<file path="src/rtl/core/trm_pkg.sv">
`default_nettype none

package trm_pkg;

    // register indexes on the configuration port
    localparam logic [7:0] REG_TICKS_PER_SECOND = 8'd0;
    localparam logic [7:0] REG_ZERO_LIMIT       = 8'd1;
    localparam logic [7:0] REG_COUNT_LIMIT      = 8'd2;
    localparam logic [7:0] REG_UNIT_SELECT      = 8'd3;

    // reset values of the registers
    localparam logic [9:0]  TPS_RESET        = 10'd2;
    localparam logic [7:0]  ZERO_LIMIT_RESET = 8'd20;
    localparam logic [15:0] COUNT_LIM_RESET  = 16'd1000;

    // unit codes
    localparam logic [1:0] UNIT_BYTES = 2'd0;
    localparam logic [1:0] UNIT_KIB   = 2'd1;
    localparam logic [1:0] UNIT_MIB   = 2'd2;
    localparam logic [1:0] UNIT_RESET = UNIT_BYTES;

    localparam int KIB_SHIFT = 10;
    localparam int MIB_SHIFT = 20;

    // divider steps, one quotient bit each
    localparam logic [5:0] DIV_LAST_STEP = 6'd63;

    typedef struct packed {
        logic [63:0] rx_total;
        logic [63:0] tx_total;
    } t_in;

    typedef struct packed {
        logic        speed_valid;
        logic [63:0] rx_speed;
        logic [63:0] tx_speed;
        logic [63:0] rx_average;
        logic [63:0] tx_average;
    } t_out;

    typedef enum logic [2:0] {
        S_IDLE,
        S_MUL,
        S_SPD,
        S_UPD,
        S_DIV_LOAD,
        S_DIV_RUN,
        S_DIV_STORE,
        S_OUT
    } t_state;

    typedef struct packed {
        logic load_in;
        logic mul;
        logic spd;
        logic upd;
        logic div_load;
        logic div_step;
        logic div_store;
        logic out_load;
        logic dir;       // 0 receive, 1 transmit
    } t_cmd;

    typedef struct packed {
        logic div_skip;  // sample count or sum is zero: average is zero
    } t_sts;

    function automatic logic [63:0] scale_unit(input logic [63:0] q, input logic [1:0] unit);
        logic [63:0] r;
        case (unit)
            UNIT_BYTES: r = q;
            UNIT_KIB:   r = q >> KIB_SHIFT;
            UNIT_MIB:   r = q >> MIB_SHIFT;
            default:    r = 64'd0;
        endcase
        return r;
    endfunction

endpackage

`default_nettype wire

</file>
<file path="src/rtl/core/trm_ctrl.sv">
`default_nettype none

module trm_ctrl (
    input  wire               i_clk,
    input  wire               i_rst_n,
    input  wire               i_in_valid,
    input  wire               i_out_stall,
    input  trm_pkg::t_sts     i_sts,
    output trm_pkg::t_cmd     o_cmd,
    output logic              o_in_stall,
    output logic              o_out_valid
);

    trm_pkg::t_state r_state;
    trm_pkg::t_state n_state;
    logic            r_dir;
    logic            n_dir;
    logic [5:0]      r_step;
    logic [5:0]      n_step;
    logic            r_out_valid;
    logic            n_out_valid;
    logic            w_accept;
    logic            w_out_free;

    assign o_in_stall  = (r_state != trm_pkg::S_IDLE);
    assign w_accept    = i_in_valid && !o_in_stall;
    assign w_out_free  = !r_out_valid || !i_out_stall;
    assign o_out_valid = r_out_valid;

    // next state
    always_comb begin
        n_state = r_state;
        case (r_state)
            trm_pkg::S_IDLE: begin
                if (w_accept) n_state = trm_pkg::S_MUL;
            end
            trm_pkg::S_MUL: n_state = trm_pkg::S_SPD;
            trm_pkg::S_SPD: n_state = trm_pkg::S_UPD;
            trm_pkg::S_UPD: begin
                n_state = r_dir ? trm_pkg::S_DIV_LOAD : trm_pkg::S_MUL;
            end
            trm_pkg::S_DIV_LOAD: begin
                n_state = i_sts.div_skip ? trm_pkg::S_DIV_STORE : trm_pkg::S_DIV_RUN;
            end
            trm_pkg::S_DIV_RUN: begin
                if (r_step == trm_pkg::DIV_LAST_STEP) n_state = trm_pkg::S_DIV_STORE;
            end
            trm_pkg::S_DIV_STORE: begin
                n_state = r_dir ? trm_pkg::S_OUT : trm_pkg::S_DIV_LOAD;
            end
            trm_pkg::S_OUT: begin
                if (w_out_free) n_state = trm_pkg::S_IDLE;
            end
            default: n_state = trm_pkg::S_IDLE;
        endcase
    end

    // commands
    always_comb begin
        o_cmd          = '0;
        o_cmd.dir      = r_dir;
        o_cmd.load_in  = w_accept;
        case (r_state)
            trm_pkg::S_MUL:       o_cmd.mul       = 1'b1;
            trm_pkg::S_SPD:       o_cmd.spd       = 1'b1;
            trm_pkg::S_UPD:       o_cmd.upd       = 1'b1;
            trm_pkg::S_DIV_LOAD:  o_cmd.div_load  = 1'b1;
            trm_pkg::S_DIV_RUN:   o_cmd.div_step  = 1'b1;
            trm_pkg::S_DIV_STORE: o_cmd.div_store = 1'b1;
            trm_pkg::S_OUT:       o_cmd.out_load  = w_out_free;
            default:              o_cmd.dir       = r_dir;
        endcase
    end

    // direction, step count, result valid
    always_comb begin
        n_dir = r_dir;
        if (w_accept) begin
            n_dir = 1'b0;
        end else if (r_state == trm_pkg::S_UPD || r_state == trm_pkg::S_DIV_STORE) begin
            n_dir = !r_dir;
        end
        n_step = (r_state == trm_pkg::S_DIV_RUN) ? r_step + 6'd1 : 6'd0;
        n_out_valid = r_out_valid;
        if (o_cmd.out_load) begin
            n_out_valid = 1'b1;
        end else if (r_out_valid && !i_out_stall) begin
            n_out_valid = 1'b0;
        end
    end

    always_ff @(posedge i_clk) begin
        if (!i_rst_n) begin
            r_state     <= trm_pkg::S_IDLE;
            r_dir       <= 1'b0;
            r_step      <= 6'd0;
            r_out_valid <= 1'b0;
        end else begin
            r_state     <= n_state;
            r_dir       <= n_dir;
            r_step      <= n_step;
            r_out_valid <= n_out_valid;
        end
    end

endmodule

`default_nettype wire

</file>
<file path="src/rtl/core/trm_datapath.sv">
`default_nettype none

module trm_datapath (
    input  wire               i_clk,
    input  wire               i_rst_n,
    input  wire               i_cfg_we,
    input  wire  [7:0]        i_cfg_index,
    input  wire  [15:0]       i_cfg_data,
    input  trm_pkg::t_in      i_in_data,
    input  trm_pkg::t_cmd     i_cmd,
    output trm_pkg::t_sts     o_sts,
    output trm_pkg::t_out     o_out_data
);

    // configuration
    logic [9:0]  r_tps;
    logic [7:0]  r_zero_limit;
    logic [15:0] r_count_limit;
    logic [1:0]  r_unit;

    // tick state and history
    logic        r_first;
    logic [63:0] r_last_rx;
    logic [63:0] r_last_tx;
    logic [16:0] r_cnt  [2];
    logic [63:0] r_sum  [2];
    logic [8:0]  r_idle [2];

    // working registers
    logic [63:0] r_in_rx;
    logic [63:0] r_in_tx;
    logic [41:0] r_pp_lo;
    logic [41:0] r_pp_hi;
    logic [63:0] r_rx_spd;
    logic [63:0] r_tx_spd;
    logic [63:0] r_rx_avg;
    logic [63:0] r_tx_avg;
    logic [63:0] r_quo;
    logic [16:0] r_rem;
    logic [16:0] r_dvs;
    trm_pkg::t_out r_out;

    logic        w_d;
    logic [63:0] w_delta;
    logic [73:0] w_prod;
    logic [63:0] w_spd;
    logic [63:0] w_spd_cur;
    logic [8:0]  w_idle_inc;
    logic        w_cnt_over;
    logic [16:0] w_cnt_base;
    logic [63:0] w_sum_base;
    logic [64:0] w_sum_add;
    logic [17:0] w_shift;
    logic [17:0] w_trial;

    assign w_d       = i_cmd.dir;
    assign w_delta   = w_d ? (r_in_tx - r_last_tx) : (r_in_rx - r_last_rx);
    assign w_prod    = {r_pp_hi, 32'd0} + {32'd0, r_pp_lo};
    // saturate when the product spills past 64 bits
    assign w_spd     = r_first ? 64'd0 : ((|w_prod[73:64]) ? '1 : w_prod[63:0]);
    assign w_spd_cur = w_d ? r_tx_spd : r_rx_spd;

    assign w_idle_inc = r_idle[w_d] + 9'd1;
    assign w_cnt_over = r_cnt[w_d] > {1'b0, r_count_limit};
    assign w_cnt_base = w_cnt_over ? 17'd0 : r_cnt[w_d];
    assign w_sum_base = w_cnt_over ? 64'd0 : r_sum[w_d];
    assign w_sum_add  = {1'b0, w_sum_base} + {1'b0, w_spd_cur};

    assign w_shift = {r_rem, r_quo[63]};
    assign w_trial = w_shift - {1'b0, r_dvs};

    assign o_sts.div_skip = (r_cnt[w_d] == 17'd0) || (r_sum[w_d] == 64'd0);
    assign o_out_data     = r_out;

    always_ff @(posedge i_clk) begin
        if (!i_rst_n) begin
            r_tps         <= trm_pkg::TPS_RESET;
            r_zero_limit  <= trm_pkg::ZERO_LIMIT_RESET;
            r_count_limit <= trm_pkg::COUNT_LIM_RESET;
            r_unit        <= trm_pkg::UNIT_RESET;
        end else if (i_cfg_we) begin
            case (i_cfg_index)
                trm_pkg::REG_TICKS_PER_SECOND: r_tps         <= i_cfg_data[9:0];
                trm_pkg::REG_ZERO_LIMIT:       r_zero_limit  <= i_cfg_data[7:0];
                trm_pkg::REG_COUNT_LIMIT:      r_count_limit <= i_cfg_data;
                trm_pkg::REG_UNIT_SELECT:      r_unit        <= i_cfg_data[1:0];
                default:                       r_unit        <= r_unit;
            endcase
        end
    end

    always_ff @(posedge i_clk) begin
        if (!i_rst_n) begin
            r_first   <= 1'b1;
            r_last_rx <= 64'd0;
            r_last_tx <= 64'd0;
            r_cnt[0]  <= 17'd0;
            r_cnt[1]  <= 17'd0;
            r_sum[0]  <= 64'd0;
            r_sum[1]  <= 64'd0;
            r_idle[0] <= 9'd0;
            r_idle[1] <= 9'd0;
        end else begin
            if (i_cmd.upd && !r_first) begin
                if (w_spd_cur == 64'd0) begin
                    if (w_idle_inc > {1'b0, r_zero_limit}) begin
                        r_cnt[w_d]  <= 17'd0;
                        r_sum[w_d]  <= 64'd0;
                        r_idle[w_d] <= 9'd0;
                    end else begin
                        r_idle[w_d] <= w_idle_inc;
                    end
                end else begin
                    r_cnt[w_d]  <= w_cnt_base + 17'd1;
                    r_sum[w_d]  <= w_sum_add[64] ? '1 : w_sum_add[63:0];
                    r_idle[w_d] <= 9'd0;
                end
            end
            if (i_cmd.out_load) begin
                r_first   <= 1'b0;
                r_last_rx <= r_in_rx;
                r_last_tx <= r_in_tx;
            end
        end
    end

    // payload path, no reset
    always_ff @(posedge i_clk) begin
        if (i_cmd.load_in) begin
            r_in_rx <= i_in_data.rx_total;
            r_in_tx <= i_in_data.tx_total;
        end
        if (i_cmd.mul) begin
            r_pp_lo <= w_delta[31:0] * r_tps;
            r_pp_hi <= w_delta[63:32] * r_tps;
        end
        if (i_cmd.spd) begin
            if (w_d) r_tx_spd <= w_spd;
            else     r_rx_spd <= w_spd;
        end
        if (i_cmd.div_load) begin
            r_quo <= o_sts.div_skip ? 64'd0 : r_sum[w_d];
            r_rem <= 17'd0;
            r_dvs <= r_cnt[w_d];
        end else if (i_cmd.div_step) begin
            if (!w_trial[17]) begin
                r_rem <= w_trial[16:0];
                r_quo <= {r_quo[62:0], 1'b1};
            end else begin
                r_rem <= w_shift[16:0];
                r_quo <= {r_quo[62:0], 1'b0};
            end
        end
        if (i_cmd.div_store) begin
            if (w_d) r_tx_avg <= trm_pkg::scale_unit(r_quo, r_unit);
            else     r_rx_avg <= trm_pkg::scale_unit(r_quo, r_unit);
        end
        if (i_cmd.out_load) begin
            r_out.speed_valid <= !r_first;
            r_out.rx_speed    <= r_rx_spd;
            r_out.tx_speed    <= r_tx_spd;
            r_out.rx_average  <= r_rx_avg;
            r_out.tx_average  <= r_tx_avg;
        end
    end

endmodule

`default_nettype wire

</file>
<file path="src/rtl/core/traffic_rate_meter_with_average.sv">
`default_nettype none

// Traffic rate meter. Each input request is one sample tick carrying the summed
// receive and transmit byte counters; each tick yields exactly one result with
// both speeds (counter delta times ticks per second, saturated at 2^64-1) and
// both running averages (history sum / sample count, scaled to the selected
// unit). The first tick after reset only records the counters: speed_valid is
// 0 and speeds are 0. A tick runs the speed and history update for receive,
// then for transmit, then one 64-step division per direction whose history
// is nonzero, then loads the result register; a new tick is taken only once
// that load is done. The divisions share one radix-2 divider (one quotient
// bit per cycle). A new tick is accepted while the previous result still
// waits in the output register. Configuration writes are always ready
// and should only be issued while no tick is in flight.
module traffic_rate_meter_with_average (
    input  wire               i_clk,
    input  wire               i_rst_n,
    // tick input
    input  wire               i_in_valid,
    output logic              o_in_stall,
    input  trm_pkg::t_in      i_in_data,
    // result output
    output logic              o_out_valid,
    input  wire               i_out_stall,
    output trm_pkg::t_out     o_out_data,
    // configuration writes
    input  wire               i_cfg_valid,
    output logic              o_cfg_ready,
    input  wire  [7:0]        i_cfg_index,
    input  wire  [15:0]       i_cfg_data
);

    trm_pkg::t_cmd w_cmd;
    trm_pkg::t_sts w_sts;

    assign o_cfg_ready = 1'b1;

    // sequencer: speed and history update for rx then tx, then the two divisions
    trm_ctrl u_ctrl (
        .i_clk       (i_clk),
        .i_rst_n     (i_rst_n),
        .i_in_valid  (i_in_valid),
        .i_out_stall (i_out_stall),
        .i_sts       (w_sts),
        .o_cmd       (w_cmd),
        .o_in_stall  (o_in_stall),
        .o_out_valid (o_out_valid)
    );

    // registers, shared multiplier pair, history and divider
    trm_datapath u_dp (
        .i_clk       (i_clk),
        .i_rst_n     (i_rst_n),
        .i_cfg_we    (i_cfg_valid && o_cfg_ready),
        .i_cfg_index (i_cfg_index),
        .i_cfg_data  (i_cfg_data),
        .i_in_data   (i_in_data),
        .i_cmd       (w_cmd),
        .o_sts       (w_sts),
        .o_out_data  (o_out_data)
    );

    // once a tick is taken, no other is taken until its result is loaded
    a_busy_after_accept: assert property (@(posedge i_clk) disable iff (!i_rst_n)
        (i_in_valid && !o_in_stall) |=> o_in_stall)
        else $error("tick accepted while previous tick in flight");

    // a result only appears after the sequencer has loaded one
    a_out_from_load: assert property (@(posedge i_clk) disable iff (!i_rst_n)
        $rose(o_out_valid) |-> $past(w_cmd.out_load))
        else $error("result valid without a load");

    // no speeds are reported for the recording tick
    a_first_zero: assert property (@(posedge i_clk) disable iff (!i_rst_n)
        (o_out_valid && !o_out_data.speed_valid) |->
            (o_out_data.rx_speed == 64'd0 && o_out_data.tx_speed == 64'd0))
        else $error("nonzero speed on recording tick");

endmodule

`default_nettype wire

</file>
<file path="config.mk">
export PLATFORM = sky130hd
export DESIGN_NAME = traffic_rate_meter_with_average
export DESIGN_NICKNAME = d
export VERILOG_FILES = /design/src/rtl/core/trm_pkg.sv /design/src/rtl/core/trm_ctrl.sv /design/src/rtl/core/trm_datapath.sv /design/src/rtl/core/traffic_rate_meter_with_average.sv
export SDC_FILE = /design/constraint.sdc
export NUM_CORES = 2
export LEC_CHECK = 0
export ABC_AREA = 1
export BUFFER_PORTS_ARGS = -buffer_cell sky130_fd_sc_hd__buf_2
export CORE_MARGIN = 5
export CORE_UTILIZATION = 45
export CTS_CLUSTER_DIAMETER = 150
export DETAILED_ROUTE_END_ITERATION = 6
export PLACE_DENSITY = 0.62
export SLEW_MARGIN = 20
export SYNTH_ARGS = -nofsm -noshare
export SYNTH_HDL_FRONTEND = slang
export SYNTH_SLANG_ARGS = --single-unit
export TNS_END_PERCENT = 100
</file>
<file path="constraint.sdc">
create_clock -name i_clk -period 7.95 [get_ports i_clk]
set_input_delay 0.795 -clock i_clk [delete_from_list [all_inputs] [get_ports i_clk]]
set_output_delay 0.795 -clock i_clk [all_outputs]
set_load 0.02 [all_outputs]
</file>
== Word level (Yosys, flattened, before mapping) ==
Memory sizes are Yosys's and may differ from the RTL's. A register that Yosys moved wholly into a read port is not among the register bits.
Index checks and enable logic that the tools add are counted.
Word-level totals
  word-level logic and storage cells: 162
  memory bits (writable): 180
  register bits after elaboration: 999
  memories kept: 3
Memory list
  u_dp.r_sum: depth 2, width 64, rd ports 1, clocked after Yosys merged registers in 1, wr ports 2, line trm_datapath.sv:26  | logic [63:0] r_sum [2];
  u_dp.r_cnt: depth 2, width 17, rd ports 1, clocked after Yosys merged registers in 1, wr ports 2, line trm_datapath.sv:25  | logic [16:0] r_cnt [2];
  u_dp.r_idle: depth 2, width 9, rd ports 1, clocked after Yosys merged registers in 1, wr ports 2, line trm_datapath.sv:27  | logic [8:0] r_idle [2];
Operators by class
  reduce and logical (&&, ||, !) cells: 35
  $lt $le $gt $ge: 2
  multiplexer cells: 63
  bitwise logic cells: 6
  $add $sub $neg: 8
  $mul: 2
  eq/ne operators: 16
Operator list (number)
  two-way mux 64 bit: 11
  one-hot mux 64 bit (3 select lines): 1
  zero test 64 bit: 2
  subtractor 64 bit: 2
  multiplier 32 x 10 -> 42 bit: 2
  adder 74 x 42 -> 74 bit: 1
  two-way mux 17 bit: 4
  adder 64 x 64 -> 65 bit: 1
  OR reduction 64 bit: 1
  two-way mux 1 bit: 37
  two-way mux 9 bit: 3
  one-hot mux 3 bit (8 select lines): 1
  AND reduction 2 bit: 9
  subtractor 18 x 17 -> 18 bit: 1
  adder 17 x 1 -> 17 bit, second input constant: 1
  greater-than comparator 17 x 16 -> 1 bit: 1
  zero test 17 bit: 1
  OR reduction 17 bit: 1
  equality test 8 x 2 -> 1 bit, second input constant: 2
  equality test 3 bit, second input constant: 4
  two-way mux 3 bit: 4
  OR reduction 10 bit: 1
  adder 9 x 1 -> 9 bit, second input constant: 1
  greater-than comparator 9 x 8 -> 1 bit: 1
  22 further kinds: 39

== Longest topological paths before layout ==
  word-level depth: 11
  mapped depth: 39
  depth with buffers taken out: 39

== Modules after synthesis ==
Synthesis repeated with hierarchy kept, for this count alone.
Second synthesis, totals
  cells, all modules: 9754
  area, all modules: 82445.3 sq um
Modules (own cells, without submodules)
  trm_datapath: times used 1, cells an instance 9662, area each 81806.0 sq um, sequential area each 33251.9 sq um
  trm_ctrl: times used 1, cells an instance 90, area each 628.1 sq um, sequential area each 220.2 sq um
  traffic_rate_meter_with_average: times used 1, cells an instance 2, area each 11.3 sq um, sequential area each 0.0 sq um

== Worst setup path after synthesis ==
No wires, ideal clock.
  path type: input -> register
  start point: input i_in_valid
  end point: register u_dp.r_in_rx[0] (enable)
  setup slack: 1.147 ns
  cell stages on the path: 2
  arrival: 6.183 ns
  library setup time: 0.620 ns
  path through: inv_1 -> nor2_1
Between the ends
  cells in the longest elaborated chain, start to end: 1
RTL lines
  from (decl): line traffic_rate_meter_with_average.sv:19  | input wire i_in_valid,
  logical AND 1 bit: line trm_ctrl.sv:26  | assign w_accept = i_in_valid && !o_in_stall;
  named net u_ctrl.w_accept: line trm_ctrl.sv:22  | logic w_accept;
  to (signal assigned): line trm_datapath.sv:130  | r_in_rx <= i_in_data.rx_total;
  to (decl): line trm_datapath.sv:30  | logic [63:0] r_in_rx;
The timed path passes the listed nets, and every way through them passes these cells.
A chain may end at the register's enable or synchronous reset.

== Worst setup path in the final report ==
  start point: register u_dp.r_in_tx[23]
  end point: register u_dp.r_pp_hi[32], data pin
Between the ends
  cells in the longest elaborated chain, start to end: 3
RTL lines
  from (decl): line trm_datapath.sv:31  | logic [63:0] r_in_tx;
  from (signal assigned): line trm_datapath.sv:131  | r_in_tx <= i_in_data.tx_total;
  subtractor 64 bit: line trm_datapath.sv:57  | assign w_delta = w_d ? (r_in_tx - r_last_tx) : (r_in_rx - r_last_rx);
  two-way mux 64 bit: line trm_datapath.sv:57
  multiplier 32 x 10 -> 42 bit: line trm_datapath.sv:135  | r_pp_hi <= w_delta[63:32] * r_tps;
  to (signal assigned): line trm_datapath.sv:135
  to (decl): line trm_datapath.sv:33  | logic [41:0] r_pp_hi;
Every way passes these cells.

==> flow_summary.json <==
{
  "die_w_um": 435.9,
  "ant_nets": 0,
  "slowest_delay_ps": 560,
  "wl_met1_um": 111200,
  "grt_pass1_vias": 68930,
  "synth_top_area_share_pct": 36.28,
  "crit_start": "u_dp.r_in_tx[23]",
  "met2_length_um": 139800,
  "dr.pass1.iters": 6,
  "numCtsBuffers": 131,
  "finalCritPeriodShare_pct": 95.58,
  "antenna_found_initial": 2,
  "synth_area_um2": 81610,
  "cp.required_ps": 8470,
  "cp_max_fo": 6,
  "dieArea_um2": 190000,
  "core_area_um2": 180500,
  "r2r-start": "u_dp.r_in_tx[23]",
  "maxCapViolCount": 0,
  "fin_tns_setup_ps": 0,
  "synth_edf_count": 986,
  "root_buffer": "clkbuf_16",
  "io_buffers": 415,
  "crit_end": "u_dp.r_pp_hi[32]",
  "period_minus_slack_ps": 7598,
  "setup_violations": 0,
  "top_layer": "met4",
  "row_count": 156,
  "cts_tree": "built",
  "start_util_pct": 45.20,
  "synthArstFlopShare_pct": 0,
  "avgViaCountPerCell": 5.396,
  "ys_seq_area_share_pct": 41.04,
  "wl_per_cell_um": 22.38,
  "clk_path_buf_depth": 3,
  "dp_cells": 12380,
  "areaGrowthSynthToFinish_pct": 13.34,
  "final_util_pct": 51.23,
  "place_area_um2": 87930,
  "ys.flop_type": "edfxtp_1",
  "power.density_nw_per_um2": 267.4,
  "crit_top_cell": "nand2_1",
  "worst_pin_slew_ps": 1171,
  "hpwlAfterDp_um": 226900,
  "crit_path_end_kind": "flop",
  "slew_headroom_pct": 19.71,
  "setup_ws_ps": 351.6,
  "clk_pin_slew_ps": 60,
  "synth_area_leader_cell": "edfxtp_1",
  "post-place-ws_ps": -42.61,
  "die_h_um": 435.9,
  "drc": 0,
  "fmax_mhz": 131.6,
  "wl_um": 282600,
  "final-instance-count-excl-fill": 12630,
  "synth-seq-cells": 1180,
  "startpoint_type": "flop",
  "yosys-top-cells-area": "edfxtp_1, fa_1, nand2_1",
  "grt_overflow": 0,
  "hold_violations": 0,
  "ioPinCount": 417,
  "r2r_slack_ps": 350,
  "layout-drive-gt1-share_pct": 10.26,
  "drv_slew": 0,
  "cp.arrival_ps": 8120,
  "hp-class": "in -> reg",
  "grt_pass1_wl_um": 423500,
  "grt_max_degree": 189,
  "post-cts-setup-buffer-count": 0,
  "avgSynthCellArea_um2": 8.542,
  "status": "finished, final reports clean",
  "drt-initial-drc-count": 5784,
  "critical_path_depth": 33,
  "irDropWorstVdd_v": 0.0002370,
  "cts.sinks": 1180,
  "synthDistinctLibCells": 62,
  "power_mw": 24.73,
  "p_leak_nw": 39.86,
  "crit_path_top_delay_cell": "fa_1",
  "whs_ps": 153.1,
  "nets": 11180,
  "worst-path-buf-inv": 7,
  "rr_endpoint": "u_dp.r_pp_hi[32]",
  "synthCells": 9554,
  "synth_warnings": 0,
  "grt.total_usage_pct": 29.24,
  "clock_skew_ps": 52.81,
  "ff2ff_path_depth": 33,
  "clkLatencyLatePin_ps": 810,
  "fillers": 17060,
  "fin_area_um2": 92490,
  "gp_congestion": 1.002,
  "crit_type": "reg -> reg",
  "cts_htree_levels": 4,
  "vias": 68140,
  "met3_length_um": 14310,
  "path_delay_family": "adder cells"
}
==> timing repair <==
item / CTS / global route
gates resized for setup: 2 / 86
endpoints found under the setup margin: 2 / 42
hold buffers: 0 / 0
==> area by class of cell <==
class	instances	area (µm²)	share of cell area [%]
Timing Repair Buffer	712	4417	4.775
Clock inverter	67	749.5	0.8103
Sequential cell	1180	33500	36.22
Tap cell	2370	2965	3.206
Multi-Input combinational cell	6466	41070	44.40
Inverter	1656	6226	6.731
Antenna cell	3	7.507	0.008117
Clock buffer	173	3558	3.847
==> synthesized netlist by cell type, drive strengths merged (2+ instances only) <==
cell type	n
a211oi	7
a21boi	27
a21o	20
a21oi	558
a221oi	4
a31oi	43
and2	4
and3	3
buf	82
clkbuf	171
clkinv	5
conb	2
dfxtp	194
edfxtp	986
fa	481
ha	398
inv	1651
mux2i	58
nand2	1849
nand3	497
nand3b	12
nand4	70
nor2	1302
nor3	77
nor3b	7
nor4	29
o211ai	26
o21a	28
o21ai	559
o21bai	37
o221ai	47
o22ai	75
or2	34
xnor2	65
xor2	136
==> worst min-delay path by stage <==
stage	startpoint	end	slack (ps)	depth (start not counted)
after global routing	i_in_data[16]	u_dp.r_in_tx[16]	110	1
final	i_in_data[17]	u_dp.r_in_tx[17]	150	1
after CTS	i_in_data[16]	u_dp.r_in_tx[16]	100	1
after floorplan	u_dp.r_tx_avg[0]	u_dp.o_out_data[0]	400	0
after global placement	u_dp.r_rx_avg[0]	u_dp.o_out_data[64]	400	0
after detailed placement	u_dp.r_rx_avg[49]	u_dp.o_out_data[113]	400	0
==> power by group <==
group	switching [mW]	leakage, nW	internal, mW	total, mW
registers	0.405	10.7	7.74	8.15
logic	7.27	27.0	3.26	10.5
clock network	2.65	2.07	3.41	6.06
==> metal layers <==
layer	vias up	global-route usage, %
li1	32240	-
met1	32990	35.03
met2	2278	51.69
met3	623	3.587
met4	0	15.20
met5	-	0
==> placed cells by master, fill, tap and decap left out, types with 42 or more instances in the layout <==
master | synthesis | layout
a21oi_1 | 558 | 548
a31oi_1 | 43 | 42
buf_2 | 31 | 414
buf_4 | 24 | 290
clkbuf_16 | 0 | 133
dfxtp_1 | 194 | 189
edfxtp_1 | 986 | 986
fa_1 | 481 | 480
ha_1 | 398 | 389
inv_1 | 1644 | 1632
mux2i_1 | 58 | 58
nand2_1 | 1844 | 1824
nand3_1 | 496 | 489
nand4_1 | 69 | 69
nor2_1 | 1294 | 1281
nor3_1 | 72 | 67
o21ai_0 | 530 | 513
o221ai_1 | 47 | 47
o22ai_1 | 75 | 75
xnor2_1 | 64 | 64
xor2_1 | 136 | 136
==> kinds of logic after synthesis <==
logic type      after synthesis  synth area share, %
simple gates               3887                19.41
buf+inv                    1909                9.030
compound gates             1438                9.737
flops                      1180                41.04
fa+ha+maj                   879                17.90
xor+xnor                    201                2.166
mux                          58               0.7114
other cells                   2             0.009202
==> flip-flops by register name, indices dropped and copies added, names as in the netlist, 10 cells and up, named ones only <==
signal and count:
u_dp.o_out_data 257, u_dp.r_cnt 34, u_dp.r_count_limit 16, u_dp.r_dvs 17
u_dp.r_idle 18, u_dp.r_in_rx 64, u_dp.r_in_tx 64, u_dp.r_last_rx 64
u_dp.r_last_tx 64, u_dp.r_pp_hi 42, u_dp.r_pp_lo 42, u_dp.r_quo 64
u_dp.r_rem 17, u_dp.r_rx_avg 64, u_dp.r_rx_spd 64, u_dp.r_sum 128
u_dp.r_tps 10, u_dp.r_tx_avg 64, u_dp.r_tx_spd 64
Note: power is estimated with default switching activity, not from simulation.
